===== src/rtl/core/tccw_pkg.sv =====
`timescale 1ns / 1ps
// ----------------------------------------------------------------------------
// tccw_pkg
// Shared types, codes and defaults for the text console character writer.
// ----------------------------------------------------------------------------
package tccw_pkg;

    localparam int P_COLS     = 80;
    localparam int P_ROWS     = 25;
    localparam int P_TAB_STOP = 8;
    localparam int Q_DEPTH    = 2;

    localparam int COL_W  = 7;
    localparam int ROW_W  = 6;
    localparam int HW_W   = 13;
    localparam int CFG_AW = 3;

    localparam logic [ROW_W-1:0] ROW_MAX = 6'd63;

    localparam logic [2:0] CMD_PUT     = 3'd0;
    localparam logic [2:0] CMD_READ    = 3'd1;
    localparam logic [2:0] CMD_SETPOS  = 3'd2;
    localparam logic [2:0] CMD_CLRSCR  = 3'd3;
    localparam logic [2:0] CMD_CLRLINE = 3'd4;

    localparam logic [7:0] CH_BS     = 8'h08;
    localparam logic [7:0] CH_TAB    = 8'h09;
    localparam logic [7:0] CH_LF     = 8'h0A;
    localparam logic [7:0] CH_CR     = 8'h0D;
    localparam logic [7:0] CH_ESC    = 8'h1B;
    localparam logic [7:0] CH_SPACE  = 8'h20;
    localparam logic [7:0] CH_LBRACK = 8'h5B;
    localparam logic [7:0] CH_DEL    = 8'h7F;

    localparam logic REG_ATTR = 1'b0;
    localparam logic REG_SDIS = 1'b1;

    localparam logic [7:0] ATTR_RST = 8'h07;

    typedef enum logic [3:0] {
        OP_GLYPH,
        OP_BS,
        OP_TAB,
        OP_NL,
        OP_CTRL,
        OP_SWALLOW,
        OP_READ,
        OP_SETPOS,
        OP_CLRSCR,
        OP_CLRLINE,
        OP_NOP
    } t_op;

    typedef struct packed {
        logic [2:0]       cmd;
        logic [7:0]       char_code;
        logic [COL_W-1:0] col;
        logic [4:0]       row;
        logic             move_cursor;
    } t_item;

    typedef struct packed {
        logic [HW_W-1:0]  hw_cursor_offset;
        logic [7:0]       cell_char;
        logic [7:0]       cell_attr;
        logic [COL_W-1:0] cursor_col;
        logic [ROW_W-1:0] cursor_row;
    } t_result;

    typedef struct packed {
        t_op              op;
        logic [7:0]       ch;
        logic [COL_W-1:0] col;
        logic [ROW_W-1:0] row;
        logic             mv;
    } t_qent;

endpackage


===== src/rtl/core/tccw_front.sv =====
`timescale 1ns / 1ps
// ----------------------------------------------------------------------------
// tccw_front
// Accepts commands, tracks the escape prefix and classifies each item.
// ----------------------------------------------------------------------------
module tccw_front import tccw_pkg::*; #(
    parameter int COLS = P_COLS,
    parameter int ROWS = P_ROWS
) (
    input  logic  i_clk,
    input  logic  i_rst_n,
    input  logic  i_start,
    input  t_item i_item,
    input  logic  i_full,
    input  logic  i_init,
    output logic  o_busy,
    output logic  o_push,
    output t_qent o_entry
);

    logic r_esc;
    logic n_esc;
    logic swallow;

    assign o_busy  = i_full | i_init;
    assign o_push  = i_start & ~o_busy;
    assign swallow = r_esc && (i_item.char_code == CH_LBRACK);

    always_comb begin
        o_entry.op  = OP_NOP;
        o_entry.ch  = i_item.char_code;
        o_entry.col = i_item.col;
        o_entry.row = ROW_W'(i_item.row);
        o_entry.mv  = i_item.move_cursor;
        n_esc       = r_esc;
        case (i_item.cmd)
            CMD_PUT: begin
                n_esc = ~swallow && (i_item.char_code == CH_ESC);
                if (swallow) begin
                    o_entry.op = OP_SWALLOW;
                end else begin
                    case (i_item.char_code) inside
                        CH_BS:          o_entry.op = OP_BS;
                        CH_TAB:         o_entry.op = OP_TAB;
                        CH_LF, CH_CR:   o_entry.op = OP_NL;
                        [CH_SPACE:CH_DEL]: o_entry.op = OP_GLYPH;
                        default:        o_entry.op = OP_CTRL;
                    endcase
                end
            end
            CMD_READ: begin
                if (int'(i_item.col) < COLS && int'(i_item.row) < ROWS) begin
                    o_entry.op = OP_READ;
                end
            end
            CMD_SETPOS: begin
                o_entry.op = OP_SETPOS;
                if (int'(i_item.col) > COLS - 1) begin
                    o_entry.col = COL_W'(COLS - 1);
                end
                if (int'(i_item.row) > ROWS - 1) begin
                    o_entry.row = ROW_W'(ROWS - 1);
                end
            end
            CMD_CLRSCR:  o_entry.op = OP_CLRSCR;
            CMD_CLRLINE: o_entry.op = OP_CLRLINE;
            default:     o_entry.op = OP_NOP;
        endcase
    end

    always_ff @(posedge i_clk) begin
        if (!i_rst_n) begin
            r_esc <= 1'b0;
        end else if (o_push) begin
            r_esc <= n_esc;
        end
    end

endmodule


===== config.mk =====
export PLATFORM = sky130hd
export DESIGN_NAME = tccw_front
export DESIGN_NICKNAME = d
export VERILOG_FILES = /design/src/rtl/core/tccw_pkg.sv /design/src/rtl/core/tccw_front.sv
export SDC_FILE = /design/constraint.sdc
export NUM_CORES = 1
export LEC_CHECK = 0
export ABC_AREA = 1
export BUFFER_PORTS_ARGS = -buffer_cell sky130_fd_sc_hd__buf_2
export CAP_MARGIN = 10
export CORE_MARGIN = 4
export CORE_UTILIZATION = 33
export DETAILED_ROUTE_END_ITERATION = 6
export PLACE_DENSITY_LB_ADDON = 0.2
export SLEW_MARGIN = 20
export SYNTH_ARGS = -nofsm -noshare
export SYNTH_HDL_FRONTEND = slang
export SYNTH_SLANG_ARGS = --single-unit

===== constraint.sdc =====
create_clock -name i_clk -period 1.3 [get_ports i_clk]
set_clock_uncertainty 0.05 [all_clocks]
set_input_delay 0.26 -clock i_clk [delete_from_list [all_inputs] [get_ports i_clk]]
set_output_delay 0.26 -clock i_clk [all_outputs]
set_load 0.005 [all_outputs]

==> results.yml <==
pwr:
  p_per_area_mw_per_mm2: 302.0
  switchingPower_uw: 109.8
  power_frac_seq_pct: 11.7
  vdd_drop_max_mv: 0.1605
  swShare_pct: 40.89
  leakagePower_uw: 0.0005228
  combPwrFrac_pct: 88.3
  p_clk_share_pct: 0
  p_int_uw: 158.8
worst_setup_path:
  r2r_cells: 2
  crit_arrival_ns: 1.03
  cp_max_fo: 4
  worstSetupEndpointType: "primary output"
  required_ns: 0.99
  rr_startpoint: "r_esc"
  worstReg2RegEnd: "r_esc"
  crit_type: "in -> out"
  rrSetupSlack_ns: 0.70
  start_kind: "primary input"
detailed_routing:
  viasPerCell: 4.273
  drc: 0
  via_count: 705
  dr.first_iter.drc_count: 5
  firstDrtPassIters: 4
  routedWlPerCell_um: 8.988
  ant_nets: 0
  drt_wl_total_mm: 1.483
synth:
  synth-compound-area-share_pct: 8.010
  synth-xor-area-share_pct: 0
  yosys.cell_types.count: 19
  synthesis.nets: 132
  synth.largest_area_cell: "nand2_1"
  synthFlopType: "dfxtp_1"
  synth_top_area_share_pct: 17.48
  synthCells: 103
  synthSimpleGateAreaFrac_pct: 56.07
  synth_fa_ha_area_share_pct: 0
  synth_mux_area_share_pct: 0
  ys_seq_area_share_pct: 3.883
  synth_top_family_by_area: "simple AND/OR/NAND/NOR gates"
  ys_ff_latch: 1
  synth_edf_count: 0
  synth.cell_area_um2: 515.5
  ys_top_cells_by_count: "nand2_1, nor2_1, inv_1"
  synth.most_common_cell: "nand2_1"
  yosys_warnings: 0
  synth.area.top_cells: "nand2_1, nor2_1, buf_4"
  synth.avg_cell_area_um2: 5.005
  async_flop_share_pct: 0
global_route:
  grt-ovfl-total: 0
  met2_usage_pct: 22.19
  grt_max_degree: 7
  grt_util_met1_pct: 13.00
  use_met3_pct: 0.7519
  grt_pass1_wl_mm: 1.945
  top_usage_layer: "met2"
  grt_pass1_vias: 550
  antenna_found_initial: 0
  grt_usage_pct: 11.18
final_layout:
  fin_util_pct: 59.75
  antennaDiodeCount: 0
  top_register: "r_esc"
  largest_reg_flops: 1
  reg_top3: "r_esc x1"
  final_layout_size_suffix_gt1_share_pct: 56.38
  final_nets: 180
  area_growth_pct: 72.57
timing:
  final.setup.tns_ns: -0.07331
  rsz0062_at_grt: "true"
  holdWs_ns: 0.4085
  fin_ws_ns: -0.04047
  finalHoldViolations: 0
  fmax_mhz: 746.0
  period_minus_slack_ns: 1.340
  drv_slew: 0
  finalCritPeriodShare_pct: 103.1
  finalSetupViolCount: 3
placed_design:
  gp_congestion: 0.6809
  placement.io_buffers: 53
  dp_slack_ns: -0.1126
  dp_hpwl_mm: 1.158
hold_path:
  hp-class: "reg -> reg"
  hold_start: "r_esc"
  whs_endpoint: "r_esc"
  worstHoldPathCells: 2
floorplan:
  die_w_um: 47.53
  start_util_pct: 34.62
  fp.coreArea_mm2: 0.001489
  die_area_mm2: 0.002259
  rows: 14
  fp.dieH_um: 47.53
  ios: 57
clock_network:
  clock_latency_ns: 0
  holdBufCountCts: 0
  cts.clk_slew.worst_paths_ns: 0
run_status:
  status: "finished, violations left"
  violations: "setup timing"
job:
  max_cap_violations: 0
power groups by stage:
stage	combinational (uW)	clock (uW)	sequential, uW
floorplan	107	0	31.3
global route	264	0	31.3
CTS	219	0	31.3
finish	237	0	31.3
global placement	188	0	31.3
detailed placement	190	0	31.3
cell type report:
cell class / count / area [um^2]
inverter: 20 / 80.08
tap: 16 / 20.02
fill: 157 / 599.3
multi-input combinational: 69 / 386.6
timing repair buffer: 59 / 382.9
sequential: 1 / 20.02
worst max path at each step:
stage	startpoint	end	slack, ns
6_report	i_item[15]	o_entry[24]	-0.04
5_1_grt	i_item[15]	o_entry[22]	-0.14
4_1_cts	i_item[22]	o_entry[7]	-0.05
3_5_place_dp	i_item[19]	o_entry[22]	-0.11
3_3_place_gp	i_item[16]	o_entry[24]	-0.06
2_1_floorplan	i_item[10]	o_entry[24]	0.18
cells by family after synthesis:
family	after synthesis
simple gates	63
other cells	1
compound gates	5
flops	1
buf+inv	33
layout by cell type (no fill, tap or decap):
master / synthesis / layout
dfxtp_1: 1 / 1
conb_1: 1 / 1
buf_8: 0 / 5
nor2_4: 1 / 6
nand3_1: 5 / 5
buf_4: 10 / 5
nor2_2: 2 / 4
inv_4: 0 / 2
nand3_2: 1 / 1
nand2_2: 2 / 3
buf_2: 0 / 45
nor3_4: 1 / 1
a21oi_1: 1 / 1
a21boi_1: 1 / 1
nand2_4: 0 / 1
o2bb2ai_2: 1 / 1
nor2_1: 23 / 16
inv_1: 20 / 13
inv_2: 0 / 5
a21oi_2: 1 / 1
o21ai_0: 1 / 1
nand2_1: 24 / 22
or2_1: 4 / 4
buf_6: 0 / 4
through the flow:
step | instances | total power (uW) | cell area (um^2)
6_report | 165 | 268.6 | 889.6
3_5_place_dp | 162 | 221.6 | 737.0
3_3_place_gp | 162 | 219.6 | 737.0
5_1_grt | 165 | 295.0 | 889.6
4_1_cts | 164 | 250.5 | 822.0
2_1_floorplan | 103 | 138.2 | 515.5
per-layer routing:
| metal | vias up | wire length (um) |
|---|---|---|
| met4 | 0 | 14 |
| met5 | - | 0 |
| met1 | 283 | 501 |
| li1 | 382 | - |
| met3 | 2 | 139 |
| met2 | 38 | 827 |
worst max-delay path, cell delays in order:
cell and delay (ns):
buf_8 0.10, nor2_4 0.13, nand3_2 0.12, nor2_4 0.14, nor2_1 0.06, a21oi_2 0.10, buf_2 0.12
timing repair:
| item | 4_1_cts | 5_1_grt |
|---|---|---|
| pin swaps | 17 | 16 |
| setup endpoints to repair | 7 | 13 |
| buffers inserted | 2 | 1 |
| resized for setup | 25 | 17 |
Power figures use the tool's default switching activity.
