[src/rtl/core/tccw_pkg.sv]
`timescale 1ns / 1ps
// ----------------------------------------------------------------------------
// tccw_pkg
// Shared types, codes and defaults for the text console character writer.
// ----------------------------------------------------------------------------
package tccw_pkg;

    localparam int P_COLS     = 80;
    localparam int P_ROWS     = 25;
    localparam int P_TAB_STOP = 8;
    localparam int Q_DEPTH    = 2;

    localparam int COL_W  = 7;
    localparam int ROW_W  = 6;
    localparam int HW_W   = 13;
    localparam int CFG_AW = 3;

    localparam logic [ROW_W-1:0] ROW_MAX = 6'd63;

    localparam logic [2:0] CMD_PUT     = 3'd0;
    localparam logic [2:0] CMD_READ    = 3'd1;
    localparam logic [2:0] CMD_SETPOS  = 3'd2;
    localparam logic [2:0] CMD_CLRSCR  = 3'd3;
    localparam logic [2:0] CMD_CLRLINE = 3'd4;

    localparam logic [7:0] CH_BS     = 8'h08;
    localparam logic [7:0] CH_TAB    = 8'h09;
    localparam logic [7:0] CH_LF     = 8'h0A;
    localparam logic [7:0] CH_CR     = 8'h0D;
    localparam logic [7:0] CH_ESC    = 8'h1B;
    localparam logic [7:0] CH_SPACE  = 8'h20;
    localparam logic [7:0] CH_LBRACK = 8'h5B;
    localparam logic [7:0] CH_DEL    = 8'h7F;

    localparam logic REG_ATTR = 1'b0;
    localparam logic REG_SDIS = 1'b1;

    localparam logic [7:0] ATTR_RST = 8'h07;

    typedef enum logic [3:0] {
        OP_GLYPH,
        OP_BS,
        OP_TAB,
        OP_NL,
        OP_CTRL,
        OP_SWALLOW,
        OP_READ,
        OP_SETPOS,
        OP_CLRSCR,
        OP_CLRLINE,
        OP_NOP
    } t_op;

    typedef struct packed {
        logic [2:0]       cmd;
        logic [7:0]       char_code;
        logic [COL_W-1:0] col;
        logic [4:0]       row;
        logic             move_cursor;
    } t_item;

    typedef struct packed {
        logic [HW_W-1:0]  hw_cursor_offset;
        logic [7:0]       cell_char;
        logic [7:0]       cell_attr;
        logic [COL_W-1:0] cursor_col;
        logic [ROW_W-1:0] cursor_row;
    } t_result;

    typedef struct packed {
        t_op              op;
        logic [7:0]       ch;
        logic [COL_W-1:0] col;
        logic [ROW_W-1:0] row;
        logic             mv;
    } t_qent;

endpackage

[src/rtl/core/tccw_queue.sv]
`timescale 1ns / 1ps
// ----------------------------------------------------------------------------
// tccw_queue
// Short FIFO of classified items between the front and back ends.
// ----------------------------------------------------------------------------
module tccw_queue import tccw_pkg::*; #(
    parameter int DEPTH = Q_DEPTH
) (
    input  logic  i_clk,
    input  logic  i_rst_n,
    input  logic  i_push,
    input  t_qent i_data,
    input  logic  i_pop,
    output t_qent o_data,
    output logic  o_full,
    output logic  o_empty
);

    localparam int AW = (DEPTH > 1) ? $clog2(DEPTH) : 1;
    localparam int CW = $clog2(DEPTH + 1);

    t_qent          r_buf [DEPTH];
    logic [AW-1:0]  r_wp;
    logic [AW-1:0]  r_rp;
    logic [CW-1:0]  r_cnt;

    assign o_full  = (r_cnt == CW'(DEPTH));
    assign o_empty = (r_cnt == '0);
    assign o_data  = r_buf[r_rp];

    always_ff @(posedge i_clk) begin
        if (i_push) begin
            r_buf[r_wp] <= i_data;
        end
    end

    always_ff @(posedge i_clk) begin
        if (!i_rst_n) begin
            r_wp  <= '0;
            r_rp  <= '0;
            r_cnt <= '0;
        end else begin
            if (i_push) begin
                r_wp <= (r_wp == AW'(DEPTH - 1)) ? '0 : r_wp + AW'(1);
            end
            if (i_pop) begin
                r_rp <= (r_rp == AW'(DEPTH - 1)) ? '0 : r_rp + AW'(1);
            end
            case ({i_push, i_pop})
                2'b10:   r_cnt <= r_cnt + CW'(1);
                2'b01:   r_cnt <= r_cnt - CW'(1);
                default: r_cnt <= r_cnt;
            endcase
        end
    end

endmodule

[config.mk]
export PLATFORM = sky130hd
export DESIGN_NAME = tccw_queue
export DESIGN_NICKNAME = d
export VERILOG_FILES = /design/src/rtl/core/tccw_pkg.sv /design/src/rtl/core/tccw_queue.sv
export SDC_FILE = /design/constraint.sdc
export NUM_CORES = 1
export LEC_CHECK = 0
export ABC_CLOCK_PERIOD_IN_PS = 5800
export BUFFER_PORTS_ARGS = -buffer_cell sky130_fd_sc_hd__buf_2
export CAP_MARGIN = 10
export CORE_MARGIN = 3
export CORE_UTILIZATION = 46
export CTS_CLUSTER_SIZE = 12
export DETAILED_ROUTE_END_ITERATION = 8
export PLACE_DENSITY = 0.76
export SLEW_MARGIN = 20
export SYNTH_ARGS = -nofsm -noshare
export SYNTH_HDL_FRONTEND = slang
export SYNTH_SLANG_ARGS = --single-unit
[constraint.sdc]
create_clock -name i_clk -period 5.8 [get_ports i_clk]
set_input_delay 0.58 -clock i_clk [delete_from_list [all_inputs] [get_ports i_clk]]
set_output_delay 0.58 -clock i_clk [all_outputs]
set_load 0.01 [all_outputs]
==> results of run 1 <==
[logic make-up after synthesis]
family                   after synthesis  share of synthesized area [%]
AO/OA/AOI/OAI                          3                          0.960
XOR/XNOR                               3                           1.26
adder cells (fa/ha/maj)                1                          0.600
buffers and inverters                  4                          0.899
flip-flops                            57                           79.7
multiplexers                          26                           14.0
AND/OR/NAND/NOR                        9                           2.58
[stage by stage]
step | power [mW] | instances | util (%) | cell area [sq um]
6_report | 0.961 | 224 | 63.3 | 2640
5_1_grt | 1.00 | 224 | 63.3 | 2640
4_1_cts | 0.971 | 224 | 63.2 | 2640
3_5_place_dp | 0.586 | 208 | 58.2 | 2430
3_3_place_gp | 0.581 | 208 | 58.2 | 2430
2_1_floorplan | 0.544 | 103 | - | 2090
[cell type report]
cell class	instances	area (sq um)	area share, %
clock buffer	10	128	4.83
multi-input combinational	42	409	15.5
sequential	57	1660	63.0
tap	50	62.6	2.37
timing repair buffer	58	293	11.1
clock inverter	6	82.6	3.13
inverter	1	3.75	0.142
[power groups by stage]
stage | clock network, mW | logic (mW) | registers (mW)
after detailed placement | 0 | 0.0904 | 0.496
after floorplan | 0 | 0.0570 | 0.487
after global placement | 0 | 0.0869 | 0.494
after global routing | 0.415 | 0.0964 | 0.490
after CTS | 0.393 | 0.0909 | 0.487
final | 0.386 | 0.0883 | 0.487
[cells in the mapped netlist]
| master | n | area (sq um) |
|---|---|---|
| edfxtp_1 | 52 | 1560 |
| mux2_2 | 26 | 293 |
| dfxtp_1 | 5 | 100 |
| and2_1 | 4 | 25.0 |
| buf_2 | 3 | 15.0 |
| nor2_1 | 2 | 7.51 |
| xnor2_1 | 2 | 17.5 |
| a21boi_1 | 1 | 7.51 |
| and2b_2 | 1 | 8.76 |
| ha_1 | 1 | 12.5 |
| inv_1 | 1 | 3.75 |
| nor2b_1 | 1 | 6.26 |
| o21a_1 | 1 | 7.51 |
| o21ai_0 | 1 | 5.00 |
| or3_1 | 1 | 6.26 |
| xor2_1 | 1 | 8.76 |
[final timing paths]
path / start / to / slack [ns] / cells after the start
max: flop / o_data[19] / 3.64 / 2
min: i_data[5] / r_buf[1][5] / 0.45 / 1
max reg2reg: r_wp / r_buf[1][24] / 4.51 / 1
min reg2reg: r_cnt[1] / r_cnt[1] / 0.53 / 2
[layer usage]
layer,vias up,routed length (um),share of wire [%],global-route usage [%]
met5,-,0,0,0
met3,6,222,6.4,4.92
met2,34,1840,53,25.8
li1,529,-,-,-
met1,542,1330,39,14.1
met4,0,50,1.4,7.24
[registers in the layout, summed over array words and instances (netlist names), named ones only]
name	flops
r_buf	52
r_cnt	2
r_rp	1
r_wp	1
==> results.py, run 1 <==
metrics = {
    "run_status": {
        "status": "finished clean",
    },
    "routing": {
        "drc": 0,
        "num_vias": 1111,
        "drtPass1Iterations": 4,
        "wl_per_cell_um": 15.4,
        "first_iter_violations": 62,
        "vias_per_cell": 4.96,
        "routed_wl_um": 3450,
        "antenna_left": 0,
    },
    "floorplanning": {
        "row_count": 23,
        "core_sq_mm": 0.00417,
        "ios": 58,
        "initial_core_util_pct": 50.0,
        "dieArea_sq_mm": 0.00538,
        "fp.dieH_um": 73.3,
        "die_x_um": 73.3,
    },
    "logic_synthesis": {
        "ys_seq_area_share_pct": 79.7,
        "synth_area_sq_mm": 0.00209,
        "avgSynthCellArea_sq_um": 20.3,
        "yosys_register_bits": 57,
        "syn-num-nets": 134,
        "synth_warnings": 0,
        "postSynthCellCount": 103,
        "yosysUniqueCellTypes": 16,
    },
    "sta": {
        "finalHoldViolCount": 0,
        "worst_pin_slew_ns": 0.610,
        "finalSetupViolCount": 0,
        "relSlewSlack_pct": 59.4,
        "timing.fmax_mhz": 463,
        "rsz0062_at_grt": "no",
        "period_needed_ns": 2.16,
        "fin_skew_ns": 0.00472,
        "tns_ns": 0,
        "min_period_over_period_pct": 37.2,
        "setup_slack_ns": 3.64,
        "hold_ws_ns": 0.448,
        "slew_violations": 0,
    },
    "critical_path": {
        "cp_cell_sequence": "mux2_2 > buf_2",
        "cp_top_family": "flip-flops",
        "path_buf_inv": 1,
        "crit_required_ns": 5.22,
        "critPathLaunchType": "flop",
        "cp.arrival_ns": 1.58,
        "crit_type": "reg -> out",
        "critPathMaxStageDelay_ns": 0.70,
        "critPathCaptureType": "primary output",
        "path_max_fanout": 26,
        "slowest_stage": "dfxtp_2",
    },
    "power_and_ir_drop": {
        "sw_frac_of_total_pct": 20.9,
        "intPower_mw": 0.760,
        "power_switching_mw": 0.201,
        "peakVddDrop_mv": 0.197,
        "p_comb_share_pct": 9.2,
        "power_leakage_nw": 1.02,
        "p_clk_share_pct": 40.1,
        "seqPwrFrac_pct": 50.7,
        "powerDensity_mw_per_mm2": 364,
    },
    "global_routing": {
        "gr-total-overflow": 0,
        "grt_pass1_wl_um": 5500,
        "grt_usage_pct": 14.2,
        "antenna_found_initial": 0,
        "grt_start_max_net_pins": 27,
        "grt_pass1_vias": 1247,
    },
    "placed_design": {
        "io_buffers": 57,
        "detailedPlace.worstSlack_ns": 3.57,
        "gp_congestion": 0.723,
        "hpwl_um": 2340,
    },
    "clock_network": {
        "postCtsSetupBuffers": 0,
        "htree_num_levels": 3,
        "clkTransAtPathRegs_ns": 0.07,
        "root_buffer": "clkbuf_8",
        "cts_buffer_depth": 2,
        "post_cts_resized": 0,
        "ctsHoldBuffers": 0,
        "cts_sinks": 57,
        "clock_latency_ns": 0.32,
        "numCtsBuffers": 9,
        "cts_tree": "built",
    },
    "finish": {
        "final_common_cell": "buf_2",
        "layout_common_cells": "57 x buf_2, 52 x edfxtp_1, 26 x mux2_2, 9 x clkbuf_8, 4 x dfxtp_1",
        "nFillCells": 302,
        "drive_gt1_share_pct": 59.2,
        "syn_to_final_growth_pct": 26.6,
        "diodes": 0,
        "fin_nets": 200,
    },
    "worst_hold_path": {
        "hold_path_class": "in -> reg",
    },
    "job": {
        "drv_cap": 0,
    },
}
No activity file was read; power rests on OpenSTA's default activity.
==> run 2: changes to the inputs <==
--- a/config.mk
+++ b/config.mk
@@ -5,14 +5,14 @@
 export SDC_FILE = /design/constraint.sdc
 export NUM_CORES = 1
 export LEC_CHECK = 0
-export ABC_CLOCK_PERIOD_IN_PS = 5800
+export ABC_CLOCK_PERIOD_IN_PS = 1750
 export BUFFER_PORTS_ARGS = -buffer_cell sky130_fd_sc_hd__buf_2
 export CAP_MARGIN = 10
 export CORE_MARGIN = 3
 export CORE_UTILIZATION = 46
 export CTS_CLUSTER_SIZE = 12
 export DETAILED_ROUTE_END_ITERATION = 8
-export PLACE_DENSITY = 0.76
+export PLACE_DENSITY = 0.78
 export SLEW_MARGIN = 20
 export SYNTH_ARGS = -nofsm -noshare
 export SYNTH_HDL_FRONTEND = slang
==> constraint.sdc (replaced) <==
create_clock -name i_clk -period 1.75 [get_ports i_clk]
set_input_delay 0.175 -clock i_clk [delete_from_list [all_inputs] [get_ports i_clk]]
set_output_delay 0.175 -clock i_clk [all_outputs]
set_load 0.01 [all_outputs]
==> results.py, run 2 (synthesized netlist as in run 1, its figures left out) <==
metrics = {
    "run_status": {
        "status": "finished clean",
    },
    "finish": {
        "top_register": "r_buf",
        "drive_gt1_share_pct": 58.4,
        "syn_to_final_growth_pct": 25.6,
        "layout_common_cells": "57 x buf_2, 52 x edfxtp_1, 26 x mux2_2, 9 x clkbuf_8",
        "final_common_cell": "buf_2",
        "diodes": 0,
        "fin_nets": 204,
        "largest_register_ffs": 52,
        "reg_top3": "r_buf: 52 flops, r_cnt: 2 flops",
    },
    "clock_network": {
        "clock_latency_ns": 0.32,
        "cts_buffer_depth": 2,
        "post_cts_resized": 0,
        "clkTransAtPathRegs_ns": 0.06,
        "root_buffer": "clkbuf_8",
        "ctsHoldBuffers": 0,
        "postCtsSetupBuffers": 0,
        "htree_num_levels": 3,
        "numCtsBuffers": 9,
        "cts_sinks": 57,
        "cts_tree": "built",
    },
    "routing": {
        "wl_per_cell_um": 16.0,
        "first_iter_violations": 58,
        "num_vias": 1108,
        "routed_wl_um": 3640,
        "drtPass1Iterations": 4,
        "drc": 0,
        "antenna_left": 0,
        "vias_per_cell": 4.86,
    },
    "job": {
        "drv_cap": 0,
    },
    "power_and_ir_drop": {
        "power_leakage_nw": 1.01,
        "powerDensity_mw_per_mm2": 1110,
        "peakVddDrop_mv": 0.575,
        "p_total_mw": 2.91,
    },
    "floorplanning": {
        "core_sq_mm": 0.00417,
        "initial_core_util_pct": 50.0,
        "fp.dieH_um": 73.3,
        "row_count": 23,
        "die_x_um": 73.3,
        "dieArea_sq_mm": 0.00538,
        "ios": 58,
    },
    "critical_path": {
        "crit_required_ns": 1.57,
        "critPathLaunchType": "flop",
        "ff2ff_setup_slack_ns": 0.63,
        "reg2reg_to": "r_buf[0][13]",
        "crit_type": "reg -> out",
        "critPathCaptureType": "primary output",
        "cp.arrival_ns": 1.39,
        "r2r-start": "r_wp",
        "path_max_fanout": 16,
        "worstSetupEndpoint": "o_data[22]",
        "reg2regPathDepth": 2,
    },
    "placed_design": {
        "io_buffers": 57,
        "gp_congestion": 0.760,
        "hpwl_um": 2510,
    },
    "global_routing": {
        "grt_usage_pct": 15.2,
        "grt_pass1_vias": 1240,
        "grt_start_max_net_pins": 28,
        "grt_pass1_wl_um": 5640,
        "antenna_found_initial": 0,
        "gr-total-overflow": 0,
    },
    "worst_hold_path": {
        "hold_path_class": "in -> reg",
    },
    "sta": {
        "rsz0062_at_grt": "no",
        "min_period_over_period_pct": 89.7,
        "timing.fmax_mhz": 637,
        "period_needed_ns": 1.57,
        "relSlewSlack_pct": 75.7,
        "finalSetupViolCount": 0,
        "fin_skew_ns": 0.00452,
        "hold_ws_ns": 0.0361,
        "finalHoldViolCount": 0,
        "tns_ns": 0,
        "slew_violations": 0,
        "worst_pin_slew_ns": 0.364,
    },
}
run 2: cell types whose count changed in the layout (fill, tap and decap cells not counted):
| cell | change |
|---|---|
| buf_4 | +4 |
| bufinv_16 | -2 |
| clkinv_1 | +2 |
| and2_1 | +1 |
| and2_2 | -1 |
| clkbuf_1 | -1 |
| clkinvlp_4 | +1 |
| dfxtp_1 | +1 |
| dfxtp_2 | -1 |
run 2: critical path, stage by stage, from the launching register on:
cell	delay (ns)
dfxtp_1	0.32
buf_4	0.24
mux2_2	0.37
buf_2	0.14
run 2: worst min-delay path by stage:
stage                         to  depth (start not counted)  slack (ns)        from
floorplan            r_buf[0][0]                          0        0.27   i_data[0]
global placement     r_buf[0][8]                          1        0.36   i_data[8]
detailed placement   r_buf[1][3]                          1        0.37   i_data[3]
CTS                 r_buf[0][19]                          1        0.02  i_data[19]
global route        r_buf[0][19]                          1        0.02  i_data[19]
finish              r_buf[0][15]                          1        0.04  i_data[15]
run 2: per-layer routing:
| metal | vias to the layer above | track usage (%) | wire length [um] | share of wire (%) |
|---|---|---|---|---|
| met5 | - | 0 | 0 | 0 |
| met3 | 10 | 5.20 | 298 | 8.2 |
| met4 | 0 | 9.66 | 97 | 2.7 |
| met1 | 518 | 16.2 | 1410 | 39 |
| li1 | 538 | - | - | - |
| met2 | 42 | 25.5 | 1830 | 50 |
run 2: area by class of cell:
| type | count | area, sq um |
|---|---|---|
| Sequential cell | 57 | 1660 |
| Fill cell | 314 | 1550 |
| Multi-Input combinational cell | 42 | 408 |
| Timing Repair Buffer | 62 | 323 |
| Clock buffer | 9 | 124 |
| Tap cell | 50 | 62.6 |
| Clock inverter | 7 | 37.5 |
| Inverter | 1 | 3.75 |
run 2: metrics by stage:
| stage | cells | utilization (%) | cell area [sq um] | setup slack, ns |
|---|---|---|---|---|
| after floorplan | 103 | - | 2090 | 0.322 |
| after global placement | 212 | 58.9 | 2460 | 0.543 |
| after detailed placement | 212 | 58.9 | 2460 | 0.504 |
| after CTS | 228 | 62.8 | 2620 | 0.146 |
| after global routing | 228 | 62.8 | 2620 | 0.103 |
| final | 228 | 62.8 | 2620 | 0.181 |
run 2: report_power, final:
group	internal (mW)	switching (mW)	leakage, nW	total (mW)
Combinational	0.163	0.159	0.399	0.322
Clock	0.494	0.502	0.0799	0.996
Sequential	1.57	0.0250	0.530	1.59
